`src/ppts_pkg.sv`:
```
// Package with the request, result and memory entry types of the processor pool task scheduler.
package ppts_pkg;

  localparam int unsigned NEED_W     = 7;
  localparam int unsigned DUR_W      = 5;
  localparam int unsigned PRIO_W     = 2;
  localparam int unsigned CNT_W      = 32;
  localparam logic [DUR_W-1:0]  MaxDuration = 5'd20;
  localparam logic [PRIO_W-1:0] PrioBlock   = 2'd3;

  typedef enum logic [1:0] {
    STATUS_QUEUED  = 2'd0,
    STATUS_REFUSED = 2'd1,
    STATUS_INVALID = 2'd2,
    STATUS_TICK    = 2'd3
  } status_e;

  typedef enum logic {
    OP_TICK   = 1'b0,
    OP_SUBMIT = 1'b1
  } op_e;

  typedef struct packed {
    logic              operation;
    logic [NEED_W-1:0] task_processors;
    logic [DUR_W-1:0]  task_duration;
  } req_t;

  typedef struct packed {
    logic [1:0]        status;
    logic [6:0]        free_processors;
    logic [4:0]        queue_length;
    logic [6:0]        running_count;
    logic [4:0]        started_now;
    logic [6:0]        finished_now;
    logic [CNT_W-1:0]  tick_total;
    logic [CNT_W-1:0]  idle_total;
    logic [CNT_W-1:0]  completed_total;
    logic [CNT_W-1:0]  refusal_total;
  } res_t;

  typedef struct packed {
    logic [NEED_W-1:0] need;
    logic [DUR_W-1:0]  dur;
    logic [PRIO_W-1:0] prio;
  } wait_t;

  typedef struct packed {
    logic [NEED_W-1:0] need;
    logic [CNT_W-1:0]  due;
  } run_t;

endpackage

```
`src/processor_pool_task_scheduler.sv`:
```
// Top level of the processor pool task scheduler: queue and run slot memories with their sequencer.
//
// A request is taken at a rising edge with start high and busy low. It either submits
// a task (need and duration) or lets one tick pass. Every request produces exactly one
// result on result_o, shown for one cycle with result_valid_o high; the receiver cannot
// hold results off, so nothing waits on the output side.
// A submission is checked and appended to the waiting queue as it is taken; its result
// appears in the cycle after the request and busy never rises for it.
// A tick walks the run slot memory once, one slot per cycle, to free the tasks that are
// due. It then walks the waiting queue in order, reading each entry and then evaluating
// it, compacting the queue in place as started tasks leave it. Each start claims a run
// slot after the slot pointer steps past every occupied slot ahead of it; that pointer
// only moves forward within a tick, so it never steps past the last slot. A closing
// state ends the tick, and the tick's result shows in the first cycle with busy low.
// The pool size register is written over the cfg channel while the block is idle; free
// processors are recomputed from a running sum of the needs of running tasks.
// Reset empties the queue, clears every run slot valid bit, zeroes the counters and sets
// the pool to 16 processors. No memory clearing pass is needed.
module processor_pool_task_scheduler #(
  parameter int unsigned QUEUE_DEPTH    = 16,
  parameter int unsigned RUN_SLOTS      = 64,
  parameter int unsigned MAX_PROCESSORS = 64
) (
  input  logic              clk_i,
  input  logic              rst_ni,
  input  logic              start,
  output logic              busy,
  input  ppts_pkg::req_t    req_i,
  output logic              result_valid_o,
  output ppts_pkg::res_t    result_o,
  input  logic              cfg_valid_i,
  output logic              cfg_ready_o,
  input  logic [6:0]        cfg_data_i
);
  import ppts_pkg::*;

  localparam int unsigned QW   = $clog2(QUEUE_DEPTH);
  localparam int unsigned QCW  = $clog2(QUEUE_DEPTH + 1);
  localparam int unsigned SW   = $clog2(RUN_SLOTS);
  localparam int unsigned RCW  = $clog2(RUN_SLOTS + 1);
  localparam int unsigned BW0  = $clog2(RUN_SLOTS * MAX_PROCESSORS + 1);
  localparam int unsigned BW   = (BW0 > NEED_W) ? BW0 : NEED_W;

  typedef enum logic [5:0] {
    ST_IDLE = 6'b000001,
    ST_REL  = 6'b000010,
    ST_QRD  = 6'b000100,
    ST_QEV  = 6'b001000,
    ST_SEEK = 6'b010000,
    ST_FIN  = 6'b100000
  } state_e;

  state_e state_q;

  // Architectural state held in flip-flops.
  logic [NEED_W-1:0]    total_q, free_q;
  logic [QCW-1:0]       count_q;
  logic [RUN_SLOTS-1:0] valid_q;
  logic [RCW-1:0]       running_q;
  logic [BW-1:0]        busy_sum_q;
  logic [CNT_W-1:0]     tick_q, idle_q, done_q, refused_q;

  // Per tick sequencing state.
  logic [RCW-1:0]       rel_cnt_q;
  logic [QCW-1:0]       rd_idx_q, wr_idx_q;
  logic [SW-1:0]        ptr_q;
  logic                 blocked_q;
  wait_t                ent_q;
  logic [4:0]           started_q;
  logic [6:0]           finished_q;

  res_t                 res_q;
  logic                 res_vld_q;

  // Memories.
  wait_t                q_mem [QUEUE_DEPTH];
  run_t                 r_mem [RUN_SLOTS];
  wait_t                q_rdata, q_wdata;
  run_t                 r_rdata, r_wdata;
  logic                 q_we, r_we;
  logic [QW-1:0]        q_waddr, q_raddr;
  logic [SW-1:0]        r_waddr, r_raddr;

  always_ff @(posedge clk_i) begin
    if (q_we) begin
      q_mem[q_waddr] <= q_wdata;
    end
    q_rdata <= q_mem[q_raddr];
  end

  always_ff @(posedge clk_i) begin
    if (r_we) begin
      r_mem[r_waddr] <= r_wdata;
    end
    r_rdata <= r_mem[r_raddr];
  end

  logic accept, sub_bad, sub_full, sub_ok;
  assign busy        = (state_q != ST_IDLE);
  assign cfg_ready_o = (state_q == ST_IDLE);
  assign accept      = start && !busy;
  assign sub_bad  = (req_i.task_processors > total_q) || (req_i.task_duration > MaxDuration);
  assign sub_full = (count_q == QCW'(QUEUE_DEPTH));
  assign sub_ok   = accept && (req_i.operation == OP_SUBMIT) && !sub_bad && !sub_full;

  // Release check of the slot whose data returns this cycle.
  logic [SW-1:0]   chk_idx;
  logic            rel_hit, rel_end;
  logic [NEED_W:0] rel_sum;
  logic [NEED_W-1:0] rel_free;
  assign chk_idx  = SW'(rel_cnt_q - RCW'(1));
  assign rel_hit  = (rel_cnt_q != '0) && valid_q[chk_idx] && (r_rdata.due == tick_q);
  assign rel_end  = (rel_cnt_q == RCW'(RUN_SLOTS));
  assign rel_sum  = {1'b0, free_q} + {1'b0, r_rdata.need};
  assign rel_free = (rel_sum > {1'b0, total_q}) ? total_q : rel_sum[NEED_W-1:0];

  // Queue scan decision.
  logic fits, last_ent;
  wait_t keep_ent;
  assign fits     = (q_rdata.need <= free_q) && (running_q != RCW'(RUN_SLOTS));
  assign last_ent = ((rd_idx_q + QCW'(1)) == count_q);
  always_comb begin
    keep_ent = q_rdata;
    if (!blocked_q && (q_rdata.prio < PrioBlock)) begin
      keep_ent.prio = q_rdata.prio + PRIO_W'(1);
    end
  end

  logic [DUR_W-1:0] run_dur;
  assign run_dur = (ent_q.dur == '0) ? DUR_W'(1) : ent_q.dur;

  // Configuration clamp and free recomputation.
  logic [NEED_W-1:0] cfg_tot, cfg_free;
  always_comb begin
    cfg_tot = cfg_data_i;
    if (cfg_data_i == '0) begin
      cfg_tot = NEED_W'(1);
    end else if (32'(cfg_data_i) > MAX_PROCESSORS) begin
      cfg_tot = NEED_W'(MAX_PROCESSORS);
    end
    cfg_free = (BW'(cfg_tot) > busy_sum_q) ? NEED_W'(BW'(cfg_tot) - busy_sum_q) : '0;
  end

  always_comb begin
    q_we    = 1'b0;
    q_waddr = QW'(count_q);
    q_wdata = '{need: req_i.task_processors, dur: req_i.task_duration, prio: '0};
    q_raddr = QW'(rd_idx_q);
    r_we    = 1'b0;
    r_waddr = ptr_q;
    r_wdata = '{need: ent_q.need, due: tick_q + CNT_W'(run_dur)};
    r_raddr = (rel_cnt_q < RCW'(RUN_SLOTS)) ? SW'(rel_cnt_q) : '0;
    case (state_q)
      ST_IDLE: begin
        q_we = sub_ok;
      end
      ST_QEV: begin
        if (blocked_q || !fits) begin
          q_we    = 1'b1;
          q_waddr = QW'(wr_idx_q);
          q_wdata = keep_ent;
        end
      end
      ST_SEEK: begin
        r_we = !valid_q[ptr_q];
      end
      default: ;
    endcase
  end

  always_ff @(posedge clk_i or negedge rst_ni) begin
    if (!rst_ni) begin
      state_q    <= ST_IDLE;
      total_q    <= NEED_W'(16);
      free_q     <= NEED_W'(16);
      count_q    <= '0;
      valid_q    <= '0;
      running_q  <= '0;
      busy_sum_q <= '0;
      tick_q     <= '0;
      idle_q     <= '0;
      done_q     <= '0;
      refused_q  <= '0;
      rel_cnt_q  <= '0;
      rd_idx_q   <= '0;
      wr_idx_q   <= '0;
      ptr_q      <= '0;
      blocked_q  <= 1'b0;
      ent_q      <= '0;
      started_q  <= '0;
      finished_q <= '0;
      res_q      <= '0;
      res_vld_q  <= 1'b0;
    end else begin
      res_vld_q <= 1'b0;
      case (state_q)
        ST_IDLE: begin
          if (cfg_valid_i) begin
            total_q <= cfg_tot;
            free_q  <= cfg_free;
          end
          if (accept) begin
            if (req_i.operation == OP_SUBMIT) begin
              res_vld_q             <= 1'b1;
              res_q.free_processors <= free_q;
              res_q.running_count   <= 7'(running_q);
              res_q.started_now     <= '0;
              res_q.finished_now    <= '0;
              res_q.tick_total      <= tick_q;
              res_q.idle_total      <= idle_q;
              res_q.completed_total <= done_q;
              if (sub_bad) begin
                res_q.status        <= STATUS_INVALID;
                res_q.queue_length  <= 5'(count_q);
                res_q.refusal_total <= refused_q;
              end else if (sub_full) begin
                res_q.status        <= STATUS_REFUSED;
                res_q.queue_length  <= 5'(count_q);
                refused_q           <= refused_q + CNT_W'(1);
                res_q.refusal_total <= refused_q + CNT_W'(1);
              end else begin
                res_q.status        <= STATUS_QUEUED;
                count_q             <= count_q + QCW'(1);
                res_q.queue_length  <= 5'(count_q + QCW'(1));
                res_q.refusal_total <= refused_q;
              end
            end else begin
              state_q    <= ST_REL;
              rel_cnt_q  <= '0;
              started_q  <= '0;
              finished_q <= '0;
            end
          end
        end
        ST_REL: begin
          if (rel_hit) begin
            valid_q[chk_idx] <= 1'b0;
            free_q           <= rel_free;
            busy_sum_q       <= busy_sum_q - BW'(r_rdata.need);
            running_q        <= running_q - RCW'(1);
            done_q           <= done_q + CNT_W'(1);
            finished_q       <= finished_q + 7'd1;
          end
          rel_cnt_q <= rel_cnt_q + RCW'(1);
          if (rel_end) begin
            rd_idx_q  <= '0;
            wr_idx_q  <= '0;
            ptr_q     <= '0;
            blocked_q <= 1'b0;
            state_q   <= (count_q == '0) ? ST_FIN : ST_QRD;
          end
        end
        ST_QRD: begin
          state_q <= ST_QEV;
        end
        ST_QEV: begin
          ent_q <= q_rdata;
          if (!blocked_q && fits) begin
            state_q <= ST_SEEK;
          end else begin
            if (!blocked_q && (q_rdata.prio >= PrioBlock)) begin
              blocked_q <= 1'b1;
            end
            wr_idx_q <= wr_idx_q + QCW'(1);
            rd_idx_q <= rd_idx_q + QCW'(1);
            if (last_ent) begin
              count_q <= wr_idx_q + QCW'(1);
              state_q <= ST_FIN;
            end else begin
              state_q <= ST_QRD;
            end
          end
        end
        ST_SEEK: begin
          if (!valid_q[ptr_q]) begin
            valid_q[ptr_q] <= 1'b1;
            free_q         <= free_q - ent_q.need;
            busy_sum_q     <= busy_sum_q + BW'(ent_q.need);
            running_q      <= running_q + RCW'(1);
            started_q      <= started_q + 5'd1;
            rd_idx_q       <= rd_idx_q + QCW'(1);
            if (last_ent) begin
              count_q <= wr_idx_q;
              state_q <= ST_FIN;
            end else begin
              state_q <= ST_QRD;
            end
          end else begin
            ptr_q <= ptr_q + SW'(1);
          end
        end
        ST_FIN: begin
          res_vld_q             <= 1'b1;
          res_q.status          <= STATUS_TICK;
          res_q.free_processors <= free_q;
          res_q.queue_length    <= 5'(count_q);
          res_q.running_count   <= 7'(running_q);
          res_q.started_now     <= started_q;
          res_q.finished_now    <= finished_q;
          res_q.tick_total      <= tick_q + CNT_W'(1);
          res_q.idle_total      <= (running_q == '0) ? idle_q + CNT_W'(1) : idle_q;
          res_q.completed_total <= done_q;
          res_q.refusal_total   <= refused_q;
          tick_q                <= tick_q + CNT_W'(1);
          if (running_q == '0) begin
            idle_q <= idle_q + CNT_W'(1);
          end
          state_q <= ST_IDLE;
        end
        default: state_q <= ST_IDLE;
      endcase
    end
  end

  assign result_valid_o = res_vld_q;
  assign result_o       = res_q;

  // The running count always matches the number of occupied run slots.
  a_running_matches: assert property (@(posedge clk_i) disable iff (!rst_ni)
    $countones(valid_q) == 32'(running_q)) else $error("running count mismatch");

  // Free processors never exceed the pool size.
  a_free_bounded: assert property (@(posedge clk_i) disable iff (!rst_ni)
    free_q <= total_q) else $error("free processors above pool size");

  // Queue compaction never writes ahead of the read position.
  a_compact_order: assert property (@(posedge clk_i) disable iff (!rst_ni)
    (state_q == ST_QEV || state_q == ST_SEEK) |-> (wr_idx_q <= rd_idx_q))
    else $error("queue compaction overtook the scan");

  // A tick request always ends in a result before the block takes another request.
  a_tick_result: assert property (@(posedge clk_i) disable iff (!rst_ni)
    $fell(busy) |-> result_valid_o) else $error("tick finished without a result");

endmodule

```
`config.mk`:
```
export PLATFORM = sky130hd
export DESIGN_NAME = processor_pool_task_scheduler
export DESIGN_NICKNAME = d
export VERILOG_FILES = /design/src/ppts_pkg.sv /design/src/processor_pool_task_scheduler.sv
export SDC_FILE = /design/constraint.sdc
export NUM_CORES = 2
export LEC_CHECK = 0
export ABC_CLOCK_PERIOD_IN_PS = 12500
export BUFFER_PORTS_ARGS = -buffer_cell sky130_fd_sc_hd__buf_4
export CORE_UTILIZATION = 65
export CTS_CLUSTER_DIAMETER = 50
export DETAILED_ROUTE_END_ITERATION = 6
export GPL_ROUTABILITY_DRIVEN = 0
export PLACE_DENSITY_LB_ADDON = 0.05
export SKIP_CTS_REPAIR_TIMING = 1
export SLEW_MARGIN = 20
export SYNTH_ARGS = -nofsm -noshare
export SYNTH_HDL_FRONTEND = slang
export SYNTH_SLANG_ARGS = --single-unit
```
`constraint.sdc`:
```
create_clock -name clk_i -period 12.5 [get_ports clk_i]
set_input_delay 1.25 -clock clk_i [delete_from_list [all_inputs] [get_ports clk_i]]
set_output_delay 1.25 -clock clk_i [all_outputs]
set_load 0.03 [all_outputs]
```
* Yosys cells after proc, flatten, opt, wreduce, memory -nomap -nowiden
Memory sizes are Yosys's and may differ from the RTL's. A register that Yosys moved wholly into a read port is not among the register bits.
Cells that the tools add are included.
** Word-level totals
- Bits in registers :: 447
- Bits in writable memories :: 2720
- Output and inout port bits :: 164
- Word-level logic and storage cells :: 231
- Memories :: 2
** Operators by class
- $add $sub $neg :: 21
- $lt $le $gt $ge :: 13
- Equality and inequality tests :: 24
- Muxes and demuxes :: 89
- Bitwise operators :: 3
- Reductions and logical operators :: 48
** Memories
- r_mem :: words 64, width 39, read ports 1, clocked after Yosys merged registers in 1, wr ports 1, line processor_pool_task_scheduler.sv:77 : run_t r_mem [RUN_SLOTS];
- q_mem :: words 16, width 14, read ports 1, clocked after Yosys merged registers in 1, wr ports 1, line processor_pool_task_scheduler.sv:76 : wait_t q_mem [QUEUE_DEPTH];
** Operators with widths (number)
- 161-bit 2-to-1 mux :: 2
- 161-bit case mux with 2 select lines :: 1
- 32-bit by 1-bit adder with 32-bit output, second input constant :: 4
- 64-bit 2-to-1 mux :: 2
- 64-bit case mux with 2 select lines :: 1
- 32-bit 2-to-1 mux :: 3
- 7-bit 2-to-1 mux :: 12
- 5-bit 2-to-1 mux :: 16
- 64-bit AND :: 1
- 64-bit NOT :: 1
- 64-bit OR :: 1
- 6-bit 2-to-1 mux :: 10
- 7-bit case mux with 2 select lines :: 3
- 32-bit by 5-bit adder with 32-bit output :: 1
- 32-bit == test :: 1
- 5-bit case mux with 3 select lines :: 2
- 6-bit case mux with 5 select lines :: 1
- 14-bit 2-to-1 mux :: 2
- 13-bit 2-to-1 mux :: 2
- 13-bit case mux with 2 select lines :: 1
- 4-bit AND reduction :: 6
- 2-bit inequality test, second input constant :: 11
- 7-bit by 1-bit adder with 7-bit output, second input constant :: 3
- 7-bit case mux with 3 select lines :: 1
- other kinds (51) :: 110

* Depth between registers and ports, before layout
- Depth in word-level cells :: 9
- Gate-level depth with buffers :: 17
- Gate-level depth less buffers :: 15

* Worst setup path before layout
OpenSTA, ideal clock, no wires.
- Path type :: flip-flop to flip-flop
- Start point :: register ptr_q[0]
- End point :: memory r_mem[7][0] (netlist name) (enable)
- Setup time :: 486 ps
- Arrival :: 5044 ps
- Required time :: 12014 ps
- Setup slack :: 6970 ps
- Stages on the path, launching flop included :: 9
- Path buffers :: 2
- Period minus slack after synthesis :: 5530 ps
- Cell sequence :: dfrtp_1 -> buf_4 -> mux4_2 -> mux2i_1 -> nor3_1 -> or4b_4 -> or3_1 -> buf_2 -> nor3_1
** Between the ends
- Cells in the longest elaborated chain, start to end :: 6
** RTL lines
- start: declaration :: line processor_pool_task_scheduler.sv:66 : logic [SW-1:0] ptr_q;
- start signal: assignment :: line processor_pool_task_scheduler.sv:289 : ptr_q <= ptr_q + SW'(1);
- 1-bit binary-select mux with 6-bit select :: line processor_pool_task_scheduler.sv:165 : r_we = !valid_q[ptr_q];
- 1-bit 2-to-1 mux (implied by the code) :: line processor_pool_task_scheduler.sv:165
- 1-bit zero test
- 1-bit 2-to-1 mux :: line processor_pool_task_scheduler.sv:153 : case (state_q)
- 1-bit 2-to-1 mux :: line processor_pool_task_scheduler.sv:92 : if (r_we) begin
- 1-bit 2-to-1 mux (implied by the code) :: line processor_pool_task_scheduler.sv:93 : r_mem[r_waddr] <= r_wdata;
- end: declaration :: line processor_pool_task_scheduler.sv:77
Several ways; a longest one is shown, not always the timed one. The select of a mux whose other input is x is not followed.

* Worst setup path in the final report
- Start point :: register rel_cnt_q[0]
- End point :: register, netlist name r_rdata[7]
** Between the ends
- Cells in the longest elaborated chain, start to end :: 2
** RTL lines
- start: declaration :: line processor_pool_task_scheduler.sv:64 : logic [RCW-1:0] rel_cnt_q;
- start signal: assignment :: line processor_pool_task_scheduler.sv:244 : rel_cnt_q <= rel_cnt_q + RCW'(1);
- 7-bit < comparator :: line processor_pool_task_scheduler.sv:152 : r_raddr = (rel_cnt_q < RCW'(RUN_SLOTS)) ? SW'(rel_cnt_q) : '0;
- 6-bit 2-to-1 mux (*) :: line processor_pool_task_scheduler.sv:152
Every way passes the cells marked *; elsewhere a longest branch is shown, timed or not.
A chain may end at the register's enable or synchronous reset.

==> impl_metrics.env <==
export IMPL_synth_nets=8033
export IMPL_syn_instance_count=7925
export IMPL_seq_area_frac_synth_pct=72.6
export IMPL_worst_ir_drop_vdd_mv=0.195
export IMPL_cp_start_kind="flip-flop"
export IMPL_worst_r2r_setup_slack_ns=6.40
export IMPL_cts_root_to_sink_buffers=4
export IMPL_crit_buf_inv=4
export IMPL_clk_pin_slew_worst_paths_ns=0.06
export IMPL_firstDrtPassIters=7
export IMPL_synth_top_area_share_pct=63.1
export IMPL_syn_mean_instance_area_um2=16.3
export IMPL_first_iter_violations=10700
export IMPL_max_fclk_ghz=0.164
export IMPL_row_count=163
export IMPL_finalSetupViolCount=0
export IMPL_ys_warn_count=0
export IMPL_core_area_mm2=0.197
export IMPL_vias=77700
export IMPL_synth_seq_cells=3220
export IMPL_worstHoldPathType="in -> async"
export IMPL_finalNetCount=8256
export IMPL_worst_endpoint_required_ns=13.29
export IMPL_power_density_mw_per_mm2=190
export IMPL_clock_tree_root_cell="sky130_fd_sc_hd__clkbuf_16"
export IMPL_totalNegativeSetupSlack_ns=0
export IMPL_critPathCaptureType="flip-flop"
export IMPL_overflow=0
export IMPL_grt_pass1_vias=75300
export IMPL_detailed_place_hpwl_um=190000
export IMPL_clock_skew_ns=0.0527
export IMPL_ys_dominant_reg_cell="sky130_fd_sc_hd__edfxtp_1"
export IMPL_slowest_stage="sky130_fd_sc_hd__buf_4"
export IMPL_grt_antenna_before_repair=15
export IMPL_cap_violations=0
export IMPL_worst_slew_margin_pct=13.4
export IMPL_crit_path_cell_trace="buf_12 > nand2b_4 > buf_4 > buf_4 > buf_4 > mux4_2 > nand2_1 > a31oi_1 > a211oi_1 > a21oi_1"
export IMPL_cts_made_buffers=345
export IMPL_timing_hold_ws_ns=0.382
export IMPL_cts_htree_levels=5
export IMPL_crit_fanout=120
export IMPL_most_common_cell_type_on_the_critical_path="sky130_fd_sc_hd__buf_4"
export IMPL_worstSkewPairLatency_ns=0.97
export IMPL_cts_tree="done"
export IMPL_top_area_cells_in_the_synthesized_netlist="sky130_fd_sc_hd__edfxtp_1 63%, sky130_fd_sc_hd__dfrtp_1 8.6%, sky130_fd_sc_hd__mux4_2 6.8%"
export IMPL_critical_path_arrival_ns=6.89
export IMPL_synth_async_reset_ratio_pct=13.9
export IMPL_route_detailed_vias_per_inst=7.03
export IMPL_die_x_um=448
export IMPL_status="complete, no violations"
export IMPL_layout_filler_cells=12000
export IMPL_floorplan_initialDensity_pct=65.5
export IMPL_detail_route_wl_per_cell_um=32.2
export IMPL_cellLeakagePower_uw=0.0467
export IMPL_synthesis_area_mm2=0.129
export IMPL_hold_violations=0
export IMPL_cts_sinks=3220
export IMPL_placed_cells=10400
export IMPL_critical_path_max_stage_delay_ns=0.91
export IMPL_grt_setup_unrepaired="no"
export IMPL_reg2reg_depth=10
export IMPL_fin_cells=11100
export IMPL_die_h_um=448
export IMPL_syn2layout_area_growth_pct=12.5
export IMPL_worst_r2r_endpoint="r_rdata[7]"
export IMPL_design_die_area_mm2=0.201
export IMPL_worstReg2RegStart="rel_cnt_q[0]"
export IMPL_global_route_wire_length_before_repair_um=513000
export IMPL_grt_start_max_net_pins=142
export IMPL_min_period_over_period_pct=48.8
export IMPL_synth_enable_flop_cells=2720
export IMPL_timing_max_transition_violations_final=0
export IMPL_period_minus_slack_ns=6.10
export IMPL_critical_path_top_delay_family="buffers and inverters"
export IMPL_post_route_antenna_net_violation_count=0
export IMPL_detail_route_drc_violations=0
export IMPL_place_port_buffers=187
export IMPL_top_level_ports=188
export IMPL_synth_cell_types=94
export IMPL_layout_cells_sized_above_1_pct=18.1
export IMPL_synth_top_cell_by_area="sky130_fd_sc_hd__edfxtp_1"
export IMPL_timing_worst_setup_path_type="reg -> reg"
export IMPL_postRouteWirelength_um=356000
export IMPL_track_usage_pct=35.6
export IMPL_slew_at_the_pin_with_the_worst_max_slew_slack_ns=1.29
[worst register-to-register path: cells and delay by family (launching register included)]
kind                   cells  cell delay [ns]
AOI/OAI and AO/OA          3             0.53
buffers and inverters      4             3.02
DFF                        1             0.61
muxes                      1             0.64
and+or+nand+nor            2             1.15
[layout by cell type, fill, tap and decap left out, types with 34 or more instances in the layout]
| cell type | netlist | layout |
|---|---|---|
| sky130_fd_sc_hd__a31oi_1 | 100 | 100 |
| sky130_fd_sc_hd__clkinv_1 | 2 | 55 |
| sky130_fd_sc_hd__mux4_2 | 393 | 393 |
| sky130_fd_sc_hd__a211oi_1 | 355 | 342 |
| sky130_fd_sc_hd__mux2_2 | 85 | 85 |
| sky130_fd_sc_hd__nand4_1 | 62 | 62 |
| sky130_fd_sc_hd__nor2_1 | 308 | 272 |
| sky130_fd_sc_hd__clkbuf_1 | 381 | 77 |
| sky130_fd_sc_hd__nand2_1 | 667 | 667 |
| sky130_fd_sc_hd__nor2_4 | 0 | 36 |
| sky130_fd_sc_hd__and3_1 | 35 | 34 |
| sky130_fd_sc_hd__inv_1 | 74 | 72 |
| sky130_fd_sc_hd__buf_4 | 8 | 379 |
| sky130_fd_sc_hd__xnor2_1 | 143 | 126 |
| sky130_fd_sc_hd__dfxtp_1 | 53 | 53 |
| sky130_fd_sc_hd__nor3_1 | 235 | 213 |
| sky130_fd_sc_hd__o22ai_1 | 330 | 330 |
| sky130_fd_sc_hd__ha_1 | 78 | 77 |
| sky130_fd_sc_hd__xor2_1 | 104 | 91 |
| sky130_fd_sc_hd__a311oi_1 | 77 | 77 |
| sky130_fd_sc_hd__edfxtp_1 | 2720 | 2720 |
| sky130_fd_sc_hd__nand3_1 | 90 | 89 |
| sky130_fd_sc_hd__clkbuf_16 | 0 | 355 |
| sky130_fd_sc_hd__mux2i_1 | 335 | 335 |
| sky130_fd_sc_hd__dfrtp_1 | 444 | 432 |
| sky130_fd_sc_hd__a21oi_1 | 213 | 210 |
| sky130_fd_sc_hd__a2bb2oi_1 | 43 | 43 |
| sky130_fd_sc_hd__o21ai_0 | 111 | 111 |
| sky130_fd_sc_hd__clkinv_2 | 0 | 45 |
[through the flow]
step	utilization (%)	power, uW	area [um^2]	setup slack [ns]
after floorplan	-	16100	129000	6.97
after global placement	68.2	17800	135000	6.45
after detailed placement	68.2	17900	135000	6.59
after CTS	73.7	27600	145000	6.57
after global routing	73.7	28500	145000	6.11
final	73.7	27600	145000	6.40
[logic make-up (layout without fill, tap and decap cells)]
logic type / after synthesis / after routing / synth area share [%]
compound gates: 1371 / 1371 / 7.12
xor+xnor: 251 / 251 / 1.73
fa+ha+maj: 84 / 84 / 0.847
buf+inv: 593 / 1076 / 1.80
flops: 3220 / 3220 / 72.6
mux: 815 / 815 / 10.2
other cells: 0 / 5 / 0
simple gates: 1591 / 1591 / 5.69
[power by group]
part / switching (uW) / leakage (uW) / internal [uW]
registers: 374 / 0.0284 / 12100
clock network: 4090 / 0.00525 / 5690
logic: 3560 / 0.0131 / 1890
[cells in the mapped netlist, types with 11 or more instances]
cell type	count
sky130_fd_sc_hd__a311oi_1	77
sky130_fd_sc_hd__a31oi_1	100
sky130_fd_sc_hd__o21a_1	11
sky130_fd_sc_hd__and2_1	17
sky130_fd_sc_hd__edfxtp_1	2720
sky130_fd_sc_hd__xnor2_1	143
sky130_fd_sc_hd__a22oi_1	14
sky130_fd_sc_hd__mux2i_1	335
sky130_fd_sc_hd__o22ai_1	330
sky130_fd_sc_hd__nor3_1	235
sky130_fd_sc_hd__dfxtp_1	53
sky130_fd_sc_hd__nor2b_1	25
sky130_fd_sc_hd__o211ai_1	14
sky130_fd_sc_hd__o21bai_1	11
sky130_fd_sc_hd__clkbuf_1	381
sky130_fd_sc_hd__and3_1	35
sky130_fd_sc_hd__a2bb2oi_1	43
sky130_fd_sc_hd__ha_1	78
sky130_fd_sc_hd__mux2_2	85
sky130_fd_sc_hd__nand2_1	667
sky130_fd_sc_hd__xor2_1	104
sky130_fd_sc_hd__dfrtp_1	444
sky130_fd_sc_hd__buf_2	54
sky130_fd_sc_hd__or3_1	27
sky130_fd_sc_hd__nor3_2	11
sky130_fd_sc_hd__a21o_1	12
sky130_fd_sc_hd__nand3_1	90
sky130_fd_sc_hd__nor4_1	31
sky130_fd_sc_hd__inv_1	74
sky130_fd_sc_hd__a21oi_1	213
sky130_fd_sc_hd__mux4_2	393
sky130_fd_sc_hd__a211oi_1	355
sky130_fd_sc_hd__o21ai_0	111
sky130_fd_sc_hd__nor2_1	308
sky130_fd_sc_hd__buf_1	72
sky130_fd_sc_hd__nand4_1	62
sky130_fd_sc_hd__nand2b_1	14
[area by class of cell]
type                       count  area, um^2  area share, %
sequential                  3220       94000           64.6
multi-input combinational   4112       34100           23.4
clock buffer                 453        9450           6.50
tap                         2640        3300           2.27
timing repair buffer         391        3070           2.11
clock inverter               154        1310          0.898
inverter                      78         295          0.203
antenna                        5        12.5        0.00860
[worst max path at each step]
stage	startpoint	endpoint	slack [ns]	cells after the start
detailed placement	rel_cnt_q[0]	r_rdata[7]	6.59	10
finish	rel_cnt_q[0]	r_rdata[7]	6.40	10
global placement	rel_cnt_q[0]	r_rdata[10]	6.45	9
global route	rel_cnt_q[0]	r_rdata[7]	6.11	10
floorplan	ptr_q[0]	r_mem[7][0]	6.97	8
CTS	rel_cnt_q[0]	r_rdata[16]	6.57	10
[sequential cells by signal, indices dropped and copies added, names as in the netlist, 7 cells and up]
register    cells
q_mem         224
free_q          7
r_mem        2496
r_rdata        39
running_q       7
valid_q        64
result_o      161
idle_q         32
rel_cnt_q       7
refused_q      32
finished_q      7
keep_ent       12
done_q         32
tick_q         32
total_q         7
busy_sum_q     13
ent_q          12
[layer usage]
| metal | wire (um) | vias to the layer above | GRT usage, % |
|---|---|---|---|
| li1 | - | 31800 | - |
| met1 | 137000 | 39900 | 51.5 |
| met2 | 162000 | 5132 | 53.1 |
| met3 | 43500 | 828 | 8.77 |
| met4 | 14200 | 4 | 13.5 |
| met5 | 32 | - | 0 |
(Power assumes the default switching activity.)
